File: src/design/pwmpc_pkg.sv
// pwmpc_pkg: types, codes and constants of the pwm prescaler/period calculator
// used by every module of the block and by the channel interface
package pwmpc_pkg;

	localparam int COUNTER_BITS_DEF = 16;
	localparam int FREQ_W           = 22;
	localparam int DUTY_W           = 14;
	localparam int PULSE_W          = 17;
	localparam int OUT_W            = 16;

	localparam logic [FREQ_W-1:0] FREQ_MAX        = 22'd1000000;
	localparam int                PERIOD_MIN      = 100;
	localparam int                PERIOD_FALLBACK = 99;
	localparam int                FALLBACK_SCALE  = 100;
	localparam logic [DUTY_W-1:0] DUTY_FULL       = 14'd10000;

	// configuration port
	localparam int          ADDR_W          = 3;
	localparam int          DATA_W          = 32;
	localparam logic [31:0] CLK_HZ_RESET    = 32'd168000000;
	localparam logic [0:0]  REG_TIMER_CLOCK = 1'b0;

	localparam logic [1:0] TIMER_INVALID = 2'd3;

	typedef enum logic [1:0] {
		ST_OK        = 2'd0,
		ST_BAD_TIMER = 2'd1,
		ST_BAD_FREQ  = 2'd2
	} status_t;

	typedef struct packed {
		logic [1:0]        timer_index;
		logic [1:0]        channel;
		logic [FREQ_W-1:0] frequency_hz;
		logic [DUTY_W-1:0] duty_hundredths;
	} req_t;

	typedef struct packed {
		status_t            status;
		logic [1:0]         timer_out;
		logic [1:0]         channel_out;
		logic [OUT_W-1:0]   prescaler;
		logic [OUT_W-1:0]   period;
		logic [PULSE_W-1:0] pulse;
	} rsp_t;

	typedef enum logic [3:0] {
		S_IDLE,
		S_P_GO,
		S_P_WAIT,
		S_MUL_Q,
		S_Q_GO,
		S_Q_WAIT,
		S_F_GO,
		S_F_WAIT,
		S_MUL_PL,
		S_PULSE,
		S_DONE
	} ctrl_state_t;

endpackage

File: src/design/pwmpc_if.sv
// pwmpc_if: valid/ready channel carrying one payload struct
// payload type comes from pwmpc_pkg at instantiation
interface pwmpc_if #(parameter type payload_t = logic) ();
	logic     valid;
	logic     ready;
	payload_t data;

	modport source (output valid, output data, input ready);
	modport sink (input valid, input data, output ready);
endinterface

File: src/design/pwmpc_cfg.sv
// pwmpc_cfg: apb-style register holding the timer input clock frequency
// depends on pwmpc_pkg
module pwmpc_cfg import pwmpc_pkg::*; (
	input  logic              clk,
	input  logic              arst_n,
	input  logic              psel,
	input  logic              penable,
	input  logic              pwrite,
	input  logic [ADDR_W-1:0] paddr,
	input  logic [DATA_W-1:0] pwdata,
	output logic [DATA_W-1:0] prdata,
	output logic              pready,
	output logic [31:0]       clk_hz
);
	logic [31:0] clk_hz_q;
	logic        reg_hit;

	assign reg_hit = (paddr[ADDR_W-1:2] == REG_TIMER_CLOCK);
	assign pready  = 1'b1;
	assign prdata  = reg_hit ? clk_hz_q : '0;
	assign clk_hz  = clk_hz_q;

	always_ff @(posedge clk or negedge arst_n) begin
		if (!arst_n) begin
			clk_hz_q <= CLK_HZ_RESET;
		end else if (psel && penable && pwrite && reg_hit) begin
			clk_hz_q <= pwdata;
		end
	end
endmodule

File: src/design/pwmpc_div.sv
// pwmpc_div: shared restoring divider, one quotient bit per cycle
// depends on pwmpc_pkg only through the importing convention
module pwmpc_div import pwmpc_pkg::*; #(
	parameter int NW = 32,
	parameter int DW = 39
) (
	input  logic          clk,
	input  logic          arst_n,
	input  logic          start,
	input  logic [NW-1:0] dividend,
	input  logic [DW-1:0] divisor,
	output logic          done,
	output logic [NW-1:0] quotient
);
	localparam int CW  = (NW + 1 > DW) ? NW + 1 : DW;
	localparam int CNT = $clog2(NW + 1);

	logic [CNT-1:0] cnt_q;
	logic           done_q;
	logic [NW-1:0]  rem_q;
	logic [NW-1:0]  quo_q;
	logic [DW-1:0]  dvs_q;
	logic [CW-1:0]  trial;
	logic [CW-1:0]  diff;
	logic           fits;

	// shift in the next dividend bit and try the subtract
	assign trial = CW'({rem_q, quo_q[NW-1]});
	assign fits  = trial >= CW'(dvs_q);
	assign diff  = trial - CW'(dvs_q);

	always_ff @(posedge clk or negedge arst_n) begin
		if (!arst_n) begin
			cnt_q  <= '0;
			done_q <= 1'b0;
		end else begin
			done_q <= (cnt_q == CNT'(1));
			if (start) begin
				cnt_q <= CNT'(NW);
			end else if (cnt_q != '0) begin
				cnt_q <= cnt_q - CNT'(1);
			end
		end
	end

	always_ff @(posedge clk) begin
		if (start) begin
			quo_q <= dividend;
			rem_q <= '0;
			dvs_q <= divisor;
		end else if (cnt_q != '0) begin
			quo_q <= {quo_q[NW-2:0], fits};
			rem_q <= fits ? diff[NW-1:0] : trial[NW-1:0];
		end
	end

	assign done     = done_q;
	assign quotient = quo_q;
endmodule

File: src/design/pwmpc_ctrl.sv
// pwmpc_ctrl: sequencer, operand selection, shared multiplier and result register
// depends on pwmpc_pkg and pwmpc_if; drives the divider through its ports
module pwmpc_ctrl import pwmpc_pkg::*; #(
	parameter int COUNTER_BITS = COUNTER_BITS_DEF,
	parameter int NW           = 32,
	parameter int DW           = 39
) (
	input  logic          clk,
	input  logic          arst_n,
	input  logic [31:0]   clk_hz,
	pwmpc_if.sink         req,
	pwmpc_if.source       rsp,
	output logic          div_start,
	output logic [NW-1:0] div_dividend,
	output logic [DW-1:0] div_divisor,
	input  logic          div_done,
	input  logic [NW-1:0] div_quo
);
	localparam int              CB     = COUNTER_BITS;
	localparam logic [NW-1:0]   MAXC_N = NW'((64'(1) << CB) - 64'(1));
	localparam logic [NW-1:0]   MIN_Q  = NW'(PERIOD_MIN + 1);
	localparam logic [CB-1:0]   PER_FB = CB'(PERIOD_FALLBACK);
	// divide by 10000 as a shift by 4, then a reciprocal multiply for 625;
	// (period+1)*duty/16 stays under 2^(CB+10)
	localparam int              XW     = CB + 10;
	localparam int              RS     = XW + 10;
	localparam logic [63:0]     RM64   = ((64'd1 << RS) + 64'd624) / 64'd625;
	localparam logic [XW:0]     RM     = (XW+1)'(RM64);

	ctrl_state_t state_q, state_d;

	logic [1:0]        tmr_q, chn_q;
	logic [FREQ_W-1:0] freq_q;
	logic [DUTY_W-1:0] duty_q;
	status_t           status_q;
	logic [CB-1:0]     p_q, psc_q, per_q;
	logic [PULSE_W-1:0] pulse_q;
	logic [DW-1:0]     prod_q;
	logic              rsp_valid_q;
	rsp_t              rsp_data_q;

	logic [CB:0]       mul_a;
	logic [FREQ_W-1:0] mul_b;
	logic [DW-1:0]     mul_p;
	logic [XW-1:0]     pl_x;
	logic [2*XW:0]     pl_prod;
	logic              req_acc, out_free;
	logic [DUTY_W-1:0] duty_clamp;

	assign req_acc    = req.valid && req.ready;
	assign out_free   = !rsp_valid_q || rsp.ready;
	assign duty_clamp = (req.data.duty_hundredths > DUTY_FULL) ? DUTY_FULL
	                                                           : req.data.duty_hundredths;

	// one multiplier, shared by the period divisor and the pulse dividend
	always_comb begin
		if (state_q == S_MUL_PL) begin
			mul_a = {1'b0, per_q} + (CB+1)'(1);
			mul_b = FREQ_W'(duty_q);
		end else begin
			mul_a = {1'b0, p_q} + (CB+1)'(1);
			mul_b = freq_q;
		end
		mul_p = DW'(mul_a) * DW'(mul_b);
	end

	// compare value: floor(prod/16) times the rounded-up reciprocal of 625
	assign pl_x    = prod_q[XW+3:4];
	assign pl_prod = (2*XW+1)'(pl_x) * (2*XW+1)'(RM);

	// divider operands
	always_comb begin
		div_dividend = NW'(clk_hz);
		div_divisor  = (DW'(freq_q) << CB) + DW'(freq_q);
		case (state_q)
			S_Q_GO:  div_divisor = prod_q;
			S_F_GO:  div_divisor = DW'(freq_q) * DW'(FALLBACK_SCALE);
			default: ;
		endcase
	end

	always_comb begin
		state_d   = state_q;
		div_start = 1'b0;
		req.ready = 1'b0;
		case (state_q)
			S_IDLE: begin
				req.ready = 1'b1;
				if (req.valid) begin
					if (req.data.timer_index == TIMER_INVALID ||
					    req.data.frequency_hz == '0 ||
					    req.data.frequency_hz > FREQ_MAX) begin
						state_d = S_DONE;
					end else begin
						state_d = S_P_GO;
					end
				end
			end
			S_P_GO: begin
				div_start = 1'b1;
				state_d   = S_P_WAIT;
			end
			S_P_WAIT: begin
				if (div_done) begin
					state_d = (div_quo <= MAXC_N) ? S_MUL_Q : S_F_GO;
				end
			end
			S_MUL_Q: state_d = S_Q_GO;
			S_Q_GO: begin
				div_start = 1'b1;
				state_d   = S_Q_WAIT;
			end
			S_Q_WAIT: begin
				if (div_done) begin
					if (div_quo >= MIN_Q && div_quo <= MAXC_N + NW'(1)) begin
						state_d = S_MUL_PL;
					end else begin
						state_d = S_F_GO;
					end
				end
			end
			S_F_GO: begin
				div_start = 1'b1;
				state_d   = S_F_WAIT;
			end
			S_F_WAIT: begin
				if (div_done) begin
					state_d = S_MUL_PL;
				end
			end
			S_MUL_PL: state_d = S_PULSE;
			S_PULSE:  state_d = S_DONE;
			S_DONE: begin
				if (out_free) begin
					state_d = S_IDLE;
				end
			end
			default: state_d = S_IDLE;
		endcase
	end

	always_ff @(posedge clk or negedge arst_n) begin
		if (!arst_n) begin
			state_q     <= S_IDLE;
			rsp_valid_q <= 1'b0;
		end else begin
			state_q <= state_d;
			if (state_q == S_DONE && out_free) begin
				rsp_valid_q <= 1'b1;
			end else if (rsp.ready) begin
				rsp_valid_q <= 1'b0;
			end
		end
	end

	// working registers, no reset needed
	always_ff @(posedge clk) begin
		if (req_acc) begin
			tmr_q   <= req.data.timer_index;
			chn_q   <= req.data.channel;
			freq_q  <= req.data.frequency_hz;
			duty_q  <= duty_clamp;
			psc_q   <= '0;
			per_q   <= '0;
			pulse_q <= '0;
			if (req.data.timer_index == TIMER_INVALID) begin
				status_q <= ST_BAD_TIMER;
			end else if (req.data.frequency_hz == '0 ||
			             req.data.frequency_hz > FREQ_MAX) begin
				status_q <= ST_BAD_FREQ;
			end else begin
				status_q <= ST_OK;
			end
		end
		if (state_q == S_P_WAIT && div_done) begin
			p_q <= div_quo[CB-1:0];
		end
		if (state_q == S_MUL_Q || state_q == S_MUL_PL) begin
			prod_q <= mul_p;
		end
		if (state_q == S_Q_WAIT && div_done) begin
			psc_q <= p_q;
			per_q <= div_quo[CB-1:0] - CB'(1);
		end
		if (state_q == S_F_WAIT && div_done) begin
			per_q <= PER_FB;
			if (div_quo == '0) begin
				psc_q <= '0;
			end else if (div_quo - NW'(1) > MAXC_N) begin
				psc_q <= MAXC_N[CB-1:0];
			end else begin
				psc_q <= div_quo[CB-1:0] - CB'(1);
			end
		end
		if (state_q == S_PULSE) begin
			pulse_q <= PULSE_W'(pl_prod >> RS);
		end
		if (state_q == S_DONE && out_free) begin
			rsp_data_q.status      <= status_q;
			rsp_data_q.timer_out   <= tmr_q;
			rsp_data_q.channel_out <= chn_q;
			rsp_data_q.prescaler   <= OUT_W'(psc_q);
			rsp_data_q.period      <= OUT_W'(per_q);
			rsp_data_q.pulse       <= pulse_q;
		end
	end

	assign rsp.valid = rsp_valid_q;
	assign rsp.data  = rsp_data_q;
endmodule

File: src/design/pwm_prescaler_period_calculator_unit.sv
// pwm_prescaler_period_calculator_unit: top level of the pwm setup calculator
// depends on pwmpc_pkg, pwmpc_if, pwmpc_cfg, pwmpc_div and pwmpc_ctrl
//
// usage
// - req channel: one transaction per pwm request (timer, channel, frequency,
//   duty); rsp channel: one transaction per request with status, echoes,
//   prescaler, auto-reload period and compare value
// - apb port: register 0 at byte address 0 is the timer input clock in hz; reads
//   return it; the user writes it only while no request is in flight (not enforced)
// - req.ready is high only while the sequencer is idle, so one request is
//   worked at a time; the result register lets the next request enter while
//   the previous result still waits on rsp
// - one shared restoring divider, one quotient bit per cycle, with
//   NW = max(32, COUNTER_BITS+1); a rejected request needs no division,
//   a found prescaler two, a fallback to period 99 up to three
// - a stalled receiver holds the finished result in the output register; the
//   sequencer waits in its final state until the register frees
// - reset clears the sequencer and the output valid and loads the clock
//   register with 168 mhz
module pwm_prescaler_period_calculator_unit import pwmpc_pkg::*; #(
	parameter int COUNTER_BITS = COUNTER_BITS_DEF
) (
	input  logic              clk,
	input  logic              arst_n,
	input  logic              psel,
	input  logic              penable,
	input  logic              pwrite,
	input  logic [ADDR_W-1:0] paddr,
	input  logic [DATA_W-1:0] pwdata,
	output logic [DATA_W-1:0] prdata,
	output logic              pready,
	pwmpc_if.sink             req,
	pwmpc_if.source           rsp
);
	// dividend holds the clock; quotients must reach 2^COUNTER_BITS for the range checks
	localparam int NW = (COUNTER_BITS + 1 > 32) ? COUNTER_BITS + 1 : 32;
	// divisor must hold (2^COUNTER_BITS+1)*frequency and (prescaler+1)*frequency
	localparam int DW = COUNTER_BITS + FREQ_W + 1;

	logic [31:0]   clk_hz;
	logic          div_start;
	logic [NW-1:0] div_dividend;
	logic [DW-1:0] div_divisor;
	logic          div_done;
	logic [NW-1:0] div_quo;

	pwmpc_cfg u_cfg (
		.clk     (clk),
		.arst_n  (arst_n),
		.psel    (psel),
		.penable (penable),
		.pwrite  (pwrite),
		.paddr   (paddr),
		.pwdata  (pwdata),
		.prdata  (prdata),
		.pready  (pready),
		.clk_hz  (clk_hz)
	);

	// sequencer: prescaler search, period check, fallback and compare value
	pwmpc_ctrl #(
		.COUNTER_BITS (COUNTER_BITS),
		.NW           (NW),
		.DW           (DW)
	) u_ctrl (
		.clk          (clk),
		.arst_n       (arst_n),
		.clk_hz       (clk_hz),
		.req          (req),
		.rsp          (rsp),
		.div_start    (div_start),
		.div_dividend (div_dividend),
		.div_divisor  (div_divisor),
		.div_done     (div_done),
		.div_quo      (div_quo)
	);

	// the one divider every division by a variable goes through
	pwmpc_div #(
		.NW (NW),
		.DW (DW)
	) u_div (
		.clk      (clk),
		.arst_n   (arst_n),
		.start    (div_start),
		.dividend (div_dividend),
		.divisor  (div_divisor),
		.done     (div_done),
		.quotient (div_quo)
	);
endmodule

File: src/flat_wrapper.sv
// flat-port wrapper written by rule: the top's interface ports become plain ports
module pwm_prescaler_period_calculator_unit_flat import pwmpc_pkg::*;
#(
	parameter int COUNTER_BITS = COUNTER_BITS_DEF
)
  (clk, arst_n, psel, penable, pwrite, paddr, pwdata, prdata, pready, req_valid, req_data, req_ready, rsp_valid, rsp_data, rsp_ready);
  pwmpc_if #(.payload_t(req_t)) req_i ();
  pwmpc_if #(.payload_t(rsp_t)) rsp_i ();
  input  logic clk;
  input  logic arst_n;
  input  logic psel;
  input  logic penable;
  input  logic pwrite;
  input  logic [ADDR_W-1:0] paddr;
  input  logic [DATA_W-1:0] pwdata;
  output logic [DATA_W-1:0] prdata;
  output logic pready;
  input wire logic [$bits(req_i.valid)-1:0] req_valid;
  input wire logic [$bits(req_i.data)-1:0] req_data;
  output wire logic [$bits(req_i.ready)-1:0] req_ready;
  output wire logic [$bits(rsp_i.valid)-1:0] rsp_valid;
  output wire logic [$bits(rsp_i.data)-1:0] rsp_data;
  input wire logic [$bits(rsp_i.ready)-1:0] rsp_ready;
  assign req_i.valid = req_valid;
  assign req_i.data = req_data;
  assign req_ready = req_i.ready;
  assign rsp_valid = rsp_i.valid;
  assign rsp_data = rsp_i.data;
  assign rsp_i.ready = rsp_ready;
  pwm_prescaler_period_calculator_unit #(.COUNTER_BITS(COUNTER_BITS)) u_core (.clk(clk), .arst_n(arst_n), .psel(psel), .penable(penable), .pwrite(pwrite), .paddr(paddr), .pwdata(pwdata), .prdata(prdata), .pready(pready), .req(req_i), .rsp(rsp_i));
endmodule
File: config.mk
export PLATFORM = sky130hd
export DESIGN_NAME = pwm_prescaler_period_calculator_unit_flat
export DESIGN_NICKNAME = d
export VERILOG_FILES = /design/src/design/pwmpc_pkg.sv /design/src/design/pwmpc_if.sv /design/src/design/pwmpc_cfg.sv /design/src/design/pwmpc_div.sv /design/src/design/pwmpc_ctrl.sv /design/src/design/pwm_prescaler_period_calculator_unit.sv /design/src/flat_wrapper.sv
export SDC_FILE = /design/constraint.sdc
export NUM_CORES = 2
export LEC_CHECK = 0
export BUFFER_PORTS_ARGS = -buffer_cell sky130_fd_sc_hd__buf_2
export CORE_UTILIZATION = 26
export DETAILED_ROUTE_END_ITERATION = 8
export HOLD_SLACK_MARGIN = 0.06
export PLACE_DENSITY_LB_ADDON = 0.12
export SYNTH_ARGS = -nofsm -noshare
export SYNTH_HDL_FRONTEND = slang
export SYNTH_SLANG_ARGS = --single-unit
export TNS_END_PERCENT = 30
File: constraint.sdc
create_clock -name clk -period 8.5 [get_ports clk]
set_input_delay 0.85 -clock clk [delete_from_list [all_inputs] [get_ports clk]]
set_output_delay 0.85 -clock clk [all_outputs]
set_load 0.05 [all_outputs]
==> impl_summary.txt <==
----------------------------------------------------
[Route]
  Drt total wl ... roughly 140000 um
  Routed wire per std cell ... 20.9 um
  DRC violations left ... 0
  Violation count after the first detailed-route iteration ... around 1700
  Count of vias placed by the detailed router ... just over 30000
  Number of iterations in the first detailed-routing pass ... 5
  Number of antenna-violating nets in the routed design ... 0
  Drt via density ... between 4 and 5

[Hold path]
  Min-delay worst type ... in2async

[Yosys]
  Top_reg_cell synth ... edfxtp_1
  Mapped Avg Cell Area ... ~10 um2
  Seq cells post-synth ... between 300 and 400
  Syn nets ... 5492
  Post-synth ARST share ... 12.6%
  Number of instances in the synthesized netlist ... about 4300
  Most area-consuming cells after synthesis ... fa_1 (29%), edfxtp_1 (18%), ha_1 (14%)
  Number of enable flip-flop cells after synthesis ... ~260
  Count of warnings emitted by yosys ... 0
  Sequential cell area fraction in the yosys report ... a little under a quarter
  Post-Synthesis Cell Area ... about 0.043 mm2
  Synth area leader ... fa_1
  Yosys cell types ... between 90 and 100
  Share of the synthesized area in the top cell type ... roughly 29%

[Layout]
  Non-Filler Cell Area, Final ... a little under 0.05 mm2
  Final standard cell utilization of the core ... 30.3%
  Final nets ... 5792
  Area Overhead vs Synth ... 15.2%
  Share of cells above drive strength 1 ... 12.1%
  Area of all sequential standard cells ... 0.00976 mm2
  Most frequent standard cell in the layout excluding fill and tap cells ... inv_1
  Fillers ... ~17000
  Multi-input logic area ... between 0.02 and 0.03 mm2
  Commonest cells after routing, fill and taps aside ... inv_1 (930), fa_1 (618), ha_1 (489), nand2_1 (420), edfxtp_1 (256)

[STA]
  Number of failing hold endpoints at the final stage ... 0
  Relative max-transition margin ... approximately 22%
  Final period demand of the worst path ... between 8 and 9 ns
  Hold slack ... 0.304 ns
  Maximum clock frequency ... approximately 120 MHz
  Transition time at the pin with the least slew margin ... ~1.2 ns
  Total setup violations reported at the end of the flow ... 0
  Post-Route Skew ... about 0.084 ns
  Number of pins exceeding their max-slew limit in the final report ... 0
  Final cycle utilization of the critical path ... between 90 and 100%

[Setup path]
  Path depth of the worst reg2reg path ... 31
  Start of the worst register-to-register path ... u_core.u_ctrl.state_q[2]
  Critical path type ... reg2reg
  Slowest CP cell ... fa_1
  Register-to-register setup slack ... between 0.3 and 0.4 ns
  Type of origin of the critical path ... flop
  Most frequent CP cell ... fa_1
  Critical path peak fanout ... 9
  Critical path capture point type ... flop
  Critical path data required time ... ~9 ns
  Largest incremental delay on the critical path ... roughly 0.55 ns
  R2r endpoint ... u_core.u_ctrl.prod_q[38]
  CP Data Arrival Time ... approximately 8.5 ns

[Global route]
  Wire length of the first global-routing pass ... ~210000 um
  Via count of the first global-routing pass ... about 33000
  Tot GR Track Use ... approximately 17%
  Antenna violations before repair ... 7
  Pin count of the biggest net entering global routing ... 58
  Total gr overflow ... 0

[Place]
  HPWL after DPL ... about 120000 um
  Placed instance area ... ~0.048 mm2
  Final weighted congestion in routability-driven placement ... 0.835
  Port Buf Inserts ... approximately 170

[Clocking]
  Total CTS buffers ... between 40 and 50
  Clock tree sinks ... between 300 and 400
  Total of hold buffers inserted after clock tree synthesis ... 0
  Clock latency of the later-clocked register in the worst-skew pair ... 0.65 ns
  Buffers from clock root to sink, at most ... 3
  Number of levels in the clock H-tree ... 2
  TritonCTS clock tree ... done
  CTS Root Buffer Type ... clkbuf_16
  Clock-pin slew of the registers on the worst-case setup and hold paths ... 0.06 ns

[Flow run]
  Max-cap viol count ... 0

[Floorplan]
  Floorplan die area ... around 0.17 mm2
  Initial core utilization ... around a quarter
  Die width ... a little over 400 um
  Core outline area ... around 0.16 mm2
  Row Count ... between 100 and 150
  Top-level port count ... ~170
  Y dimension of the die ... around 410 um

[Status]
  Outcome ... finished, final reports clean

----------------------------------------------------
repair_timing:
action / in CTS / in global routing
endpoints found under the setup margin: 0 / 6
gates resized for setup: 0 / 16
buffers inserted: 0 / 2
sequential cells by signal, summed over array words and instances (netlist names):
signal	count
u_core.u_ctrl.rsp.data	55
u_core.u_ctrl.pulse_q	17
u_core.u_div.done	1
u_core.u_ctrl.duty_q	14
u_core.u_ctrl.psc_q	16
u_core.u_ctrl.rsp.valid	1
u_core.u_div.rem_q	32
u_core.u_ctrl.per_q	16
u_core.u_div.quotient	32
u_core.u_ctrl.chn_q	2
u_core.u_cfg.clk_hz	32
u_core.u_ctrl.tmr_q	2
u_core.u_ctrl.state_q	4
u_core.u_div.cnt_q	6
u_core.u_ctrl.freq_q	22
u_core.u_div.dvs_q	39
u_core.u_ctrl.status_q	2
u_core.u_ctrl.prod_q	39
u_core.u_ctrl.p_q	16
layer usage:
metal / GRT usage [%] / routed length, um
met5: 0 / 0
met4: 3.18 / 2590
met3: 1.25 / 3240
met2: 29.8 / 70100
met1: 23.2 / 66800
final cells by class:
type	instances	share of cell area, %
clock inverters	37	0.997
clock buffers	51	2.43
well taps	2175	5.50
flip-flops and latches	348	19.7
diodes	3	0.0152
inverters	931	7.07
multi-input cells	2918	59.4
repair buffers	356	4.83
worst max-delay path: cells and delay by family (launching register included):
kind                     cells  cell delay (ns)
adder cells (fa/ha/maj)      7             3.46
buffers and inverters        8             1.07
XOR/XNOR                     2             0.22
AO/OA/AOI/OAI                8             1.38
AND/OR/NAND/NOR              6             1.32
flip-flops                   1             0.42
how the worst max path moves through the flow:
stage,startpoint,to,cells past startpoint
finish,u_core.u_ctrl.state_q[2],u_core.u_ctrl.prod_q[38],31
global route,u_core.u_ctrl.state_q[2],u_core.u_ctrl.prod_q[38],29
CTS,u_core.u_ctrl.state_q[3],u_core.u_ctrl.prod_q[38],32
detailed placement,u_core.u_ctrl.state_q[3],u_core.u_ctrl.prod_q[38],33
global placement,u_core.u_ctrl.state_q[3],u_core.u_ctrl.prod_q[38],32
floorplan,u_core.u_ctrl.state_q[0],u_core.u_ctrl.prod_q[38],30
through the flow:
stage / setup WS, ns / TNS [ns] / instances
final: 0.365 / 0 / 6819
after CTS: 0.208 / 0 / 6814
after floorplan: 0.721 / 0 / 4302
after global routing: -0.00108 / -0.00108 / 6816
after detailed placement: 0.218 / 0 / 6726
after global placement: 0.204 / 0 / 6726
cell families (layout without fill, tap and decap cells):
kind of cell	after synthesis	after routing	share of synthesized area (%)
other	1	4	0.00873
AND/OR/NAND/NOR	996	996	10.5
multiplexers	114	114	2.84
AO/OA/AOI/OAI	546	546	8.45
XOR/XNOR	153	153	3.14
buffers and inverters	1036	1375	9.19
flip-flops	348	348	22.7
adder cells (fa/ha/maj)	1108	1108	43.1
Yosys cell counts (30+ instances only):
| master | n |
|---|---|
| dfxtp_1 | 48 |
| xor2_1 | 58 |
| nand4_1 | 30 |
| fa_1 | 619 |
| dfrtp_1 | 35 |
| edfxtp_1 | 256 |
| and2_1 | 38 |
| a21oi_1 | 143 |
| o21ai_0 | 96 |
| ha_1 | 489 |
| inv_1 | 930 |
| a21o_1 | 68 |
| xnor2_1 | 94 |
| mux2i_1 | 51 |
| mux2_2 | 62 |
| nand3_1 | 43 |
| clkbuf_1 | 85 |
| nor2_1 | 257 |
| nor2b_1 | 59 |
| nand2_1 | 420 |
Power is left out: the tool's default activity adds up to more than one toggle a clock period on the data nets, which glitch-free logic cannot reach.
